File: src/ubes_pkg.sv
`timescale 1ns / 1ps
// Package for the unigram byte entropy scorer.
// Holds the item mode codes and the state types. It depends on nothing.
package ubes_pkg;

  typedef enum logic [1:0] {
    MODE_LEARN  = 2'd0,
    MODE_LOAD   = 2'd1,
    MODE_SCORE  = 2'd2,
    MODE_FINISH = 2'd3
  } mode_t;

  typedef enum logic [2:0] {
    ST_IDLE,
    ST_RD,
    ST_LOGT,
    ST_LOGF,
    ST_DIV,
    ST_OUT
  } state_t;

  typedef enum logic [1:0] {
    LG_IDLE,
    LG_NORM,
    LG_SQR
  } lg_state_t;

  localparam int unsigned LEN_BITS   = 32;
  localparam int unsigned ACC_BITS   = 48;
  localparam int unsigned SCORE_BITS = 17;
  localparam int unsigned Q_BITS     = 16;

endpackage

File: src/ubes_log2.sv
`timescale 1ns / 1ps
// Iterative fixed-point log2 unit: a one-bit-per-cycle normalizer and a shared squarer.
// Depends on ubes_pkg.
module ubes_log2 import ubes_pkg::*; #(
  parameter int unsigned COUNT_BITS = 32,
  parameter int unsigned FRAC_BITS  = 16,
  localparam int unsigned EW = $clog2(COUNT_BITS),
  localparam int unsigned LW = EW + FRAC_BITS
) (
  input  logic                  clk,
  input  logic                  rst,
  input  logic                  start,
  input  logic [COUNT_BITS-1:0] x,
  output logic                  done,
  output logic [LW-1:0]         result
);

  localparam int unsigned CW = $clog2(FRAC_BITS);

  lg_state_t st, st_next;
  logic [COUNT_BITS-1:0]    norm;
  logic [EW-1:0]            e;
  logic [31:0]              m;
  logic [FRAC_BITS-1:0]     frac;
  logic [CW-1:0]            cnt;
  logic [63:0]              prod;
  logic [COUNT_BITS+31:0]   wide;
  logic                     last;

  assign prod   = m * m;
  assign wide   = {norm, 32'd0};
  assign last   = (cnt == CW'(FRAC_BITS - 1));
  assign result = {e, frac};

  always_ff @(posedge clk) begin
    if (rst) begin
      st   <= LG_IDLE;
      done <= 1'b0;
    end else begin
      st   <= st_next;
      done <= (st == LG_SQR) && last;
    end
  end

  always_comb begin
    st_next = st;
    case (st)
      LG_IDLE: if (start) st_next = LG_NORM;
      LG_NORM: if (norm[COUNT_BITS-1]) st_next = LG_SQR;
      LG_SQR:  if (last) st_next = LG_IDLE;
      default: st_next = LG_IDLE;
    endcase
  end

  always_ff @(posedge clk) begin
    case (st)
      LG_IDLE: begin
        if (start) begin
          norm <= x;
          e    <= EW'(COUNT_BITS - 1);
        end
      end
      LG_NORM: begin
        if (norm[COUNT_BITS-1]) begin
          m   <= wide[COUNT_BITS+31 -: 32];
          cnt <= '0;
        end else begin
          norm <= norm << 1;
          e    <= e - 1'b1;
        end
      end
      LG_SQR: begin
        m    <= prod[63] ? prod[63:32] : prod[62:31];
        frac <= {frac[FRAC_BITS-2:0], prod[63]};
        cnt  <= cnt + 1'b1;
      end
      default: begin
      end
    endcase
  end

endmodule

File: config.mk
export PLATFORM = sky130hd
export DESIGN_NAME = ubes_log2
export DESIGN_NICKNAME = d
export VERILOG_FILES = /design/src/ubes_pkg.sv /design/src/ubes_log2.sv
export SDC_FILE = /design/constraint.sdc
export NUM_CORES = 2
export LEC_CHECK = 0
export BUFFER_PORTS_ARGS = -buffer_cell sky130_fd_sc_hd__clkbuf_2
export CORE_MARGIN = 3
export CORE_UTILIZATION = 67
export DETAILED_ROUTE_END_ITERATION = 7
export PLACE_DENSITY = 0.83
export SYNTH_ARGS = -nofsm -noshare
export SYNTH_HDL_FRONTEND = slang
export SYNTH_SLANG_ARGS = --single-unit
File: constraint.sdc
create_clock -name clk -period 8.94 [get_ports clk]
set_input_delay 1.341 -clock clk [delete_from_list [all_inputs] [get_ports clk]]
set_output_delay 1.341 -clock clk [all_outputs]
set_load 0.03 [all_outputs]
==> impl_results.md <==
* Final std cells w/o fill at 4205
* Crit path from: m[3]$_DFFE_PP_
* RR Startpoint: m[3]$_DFFE_PP_
* Core Area at 49200 µm²
* WL per Instance at 19.9 µm
* DR pass1 iterations at 6
* Diode count at 0
* IO Pins at 57
* Unique masters post-synth at around 80
* Crit Path Max Fanout at 30
* Final instance area at 34900 µm²
* Ys async rst share at 0%
* R2r worst-path depth at 27
* Hpwl dp at 70.1 mm
* Longest Clk Path Bufs at 2
* RSZ-0062 raised after global routing: no
* XOR/XNOR Fraction of Synth Area at 2.20%
* Post-layout worst setup margin at 255 ps
* Chip Height at 229 µm
* Syn nets at 4660
* Skew final at approximately 13 ps
* Largest net degree at the start of global routing at 60
* Post-synthesis adder-cell area fraction at 58.6%
* Routability cong. at roughly 0.97
* Hold crit path type: flip-flop to flip-flop
* Slowest stage cell, crit path: edfxtp_1
* Antenna viol nets, final at 0
* Reg2reg end: m[16]$_DFFE_PP_
* Placed Cells at 4188
* CTS tree: built
* Vias in the first global route at 26800
* First-pass GRT wire length at 138 mm
* Register area share after synthesis at 8.17%
* Layout area overhead at 4.43%
* Remaining global-route overflow at 0
* CP dominant cell by count: fa_1
* Worst Path Buf+Inv at 5
* CTS sink count at between 90 and 100
* Num CTS Buffers at 9
* H-tree depth at 3
* Outcome: finished, final reports clean
* Worst path required time at between 9000 and 10000 ps
* CP arrival at 8780 ps
* Post-Syn Area at 33400 µm²
* Multi-input gate area at ~26000 µm²
* Reg area at 2730 µm²
* Max cap viols at 0
* Layout cells sized above 1 at 5.39%
* Root buf cell: clkbuf_16
* Most frequent cells in the layout: inv_1, fa_1, nand2_1, ha_1, and2_1
* Initial Util at between 60% and 70%
* Post-synth EDFFs at 89
* Cells after synthesis at 3533
* Syn Area/Cell at 9.47 µm²
* Final Max Slew Viols at 0
* Final Setup Violations at 0
* Initial detailed-routing violation count at 1552
* Critical path startpoint category: flip-flop
* Die ar. at 52600 µm²
* Post_cts resized at 0
* Final period util at 97.1%
* Port Buf Inserts at 56
* Ys Warns at 0
* CP Class: flip-flop to flip-flop
* Crit path capture type: flip-flop
* Main combinational cell family by area after synthesis: adder cells
* Commonest non-fill, non-tap cell in the layout: inv_1
* Final min period at 8680 ps
* DRC viols at 0
* Post-Place Setup Slack at 271 ps
* Worst-path clk slew at 80 ps
* Worst skew pair latency at 360 ps
* Final Hold Vio Count at 0
* Row cnt at 81
* Worst path max stage delay at about 940 ps
* Critical path depth at 27
* Critical path's top delay family: adder cells
* Top_reg_cell synth: edfxtp_1
* Max frequency at between 0.1 and 0.15 GHz
* Antenna violations before repair at 0
* Synth Area in Simple Gates at 12.6%
* Final WL at ~84 mm
* Synth Area in Compound Gates at 5.49%
* DIE WIDTH at about 230 µm
* Final #Nets at 4663
* FF+latch count, synth at 92
* Routed vias at 24000
* Drt via density at roughly 5.7
* Fraction of synthesized area in multiplexers at 0.0935%
* Critical Path End: m[16]$_DFFE_PP_
* Reg2Reg Setup Slack at roughly 260 ps
* GRT Overall Usage at 33.6%
* Max_slew headroom at between 20% and 30%
* Placed inst area at 34600 µm²
* Layout filler cell count at 3483
* Worst slew pin tran at 1180 ps
* Setup TNS at 0 ps
cell families after synthesis:
kind of cell | after synthesis
and+or+nand+nor | 867
adders and majority gates | 1092
DFF | 92
buffers and inverters | 1128
AOI/OAI and AO/OA | 268
xor gates and xnor gates | 83
muxes | 3
per-layer routing:
| metal | vias up | routed length, µm | global-route usage [%] |
|---|---|---|---|
| li1 | 10500 | - | - |
| met3 | 298 | 6560 | 4.55 |
| met2 | 1095 | 41800 | 57.8 |
| met1 | 12100 | 30400 | 42.5 |
| met4 | 0 | 4890 | 15.6 |
| met5 | - | 0 | 0 |
per-stage QoR:
step | util, % | hold slack (ps)
2_1_floorplan | - | 521
3_3_place_gp | 70.4 | 430
3_5_place_dp | 70.4 | 436
4_1_cts | 71.0 | 455
5_1_grt | 71.1 | 459
6_report | 71.1 | 458
cell usage after synthesis, types with 8 or more instances:
| master | number | area, µm² |
|---|---|---|
| inv_1 | 985 | 3700 |
| fa_1 | 791 | 15800 |
| nand2_1 | 404 | 1520 |
| ha_1 | 301 | 3770 |
| and2_1 | 232 | 1450 |
| clkbuf_1 | 122 | 458 |
| edfxtp_1 | 89 | 2670 |
| nor2_1 | 86 | 323 |
| a21oi_1 | 75 | 375 |
| xnor2_1 | 47 | 412 |
| o21ai_0 | 36 | 180 |
| xor2_1 | 35 | 307 |
| nand3b_1 | 31 | 233 |
| nand3_1 | 22 | 110 |
| a21o_1 | 21 | 158 |
| nor3_1 | 21 | 105 |
| o21bai_1 | 20 | 150 |
| nand4_1 | 18 | 113 |
| a31o_2 | 11 | 96.3 |
| a31oi_1 | 11 | 68.8 |
| o21ai_1 | 11 | 55.1 |
| a221o_1 | 10 | 100 |
| nor2b_1 | 10 | 62.6 |
| buf_2 | 9 | 45.0 |
| o211ai_1 | 9 | 67.6 |
| and3_1 | 8 | 50.1 |
layout make-up:
class	count	share of cell area [%]
well taps	664	2.38
clock buffers	9	0.645
multi-input cells	2313	75.7
clock inverters	7	0.240
inverters	987	10.6
repair buffers	133	2.58
flip-flops and latches	92	7.82
worst min path at each step:
stage          slack, ps  cells past startpoint          startpoint            endpoint
6_report             460                      0   frac[5]$_DFFE_PP_   frac[6]$_DFFE_PP_
3_3_place_gp         430                      0   frac[5]$_DFFE_PP_   frac[6]$_DFFE_PP_
2_1_floorplan        520                      2  norm[18]$_DFFE_PP_     m[18]$_DFFE_PP_
4_1_cts              460                      0   frac[6]$_DFFE_PP_   frac[7]$_DFFE_PP_
3_5_place_dp         440                      0   frac[6]$_DFFE_PP_   frac[7]$_DFFE_PP_
5_1_grt              460                      0  frac[13]$_DFFE_PP_  frac[14]$_DFFE_PP_
repair_timing:
| item | CTS | global route |
|---|---|---|
| hold buffers | 0 | 0 |
| setup buffers | 0 | 1 |
| endpoints found under the hold margin | 0 | 0 |
| endpoints found under the setup margin | 0 | 24 |
sequential cells by signal, summed over array words and instances (netlist names):
signal	count
e	5
norm	32
frac	16
cnt	4
done	1
st	2
m	32
Power is not shown: default switching activity piles up to over one toggle a cycle in this logic, so the estimate is an artifact.
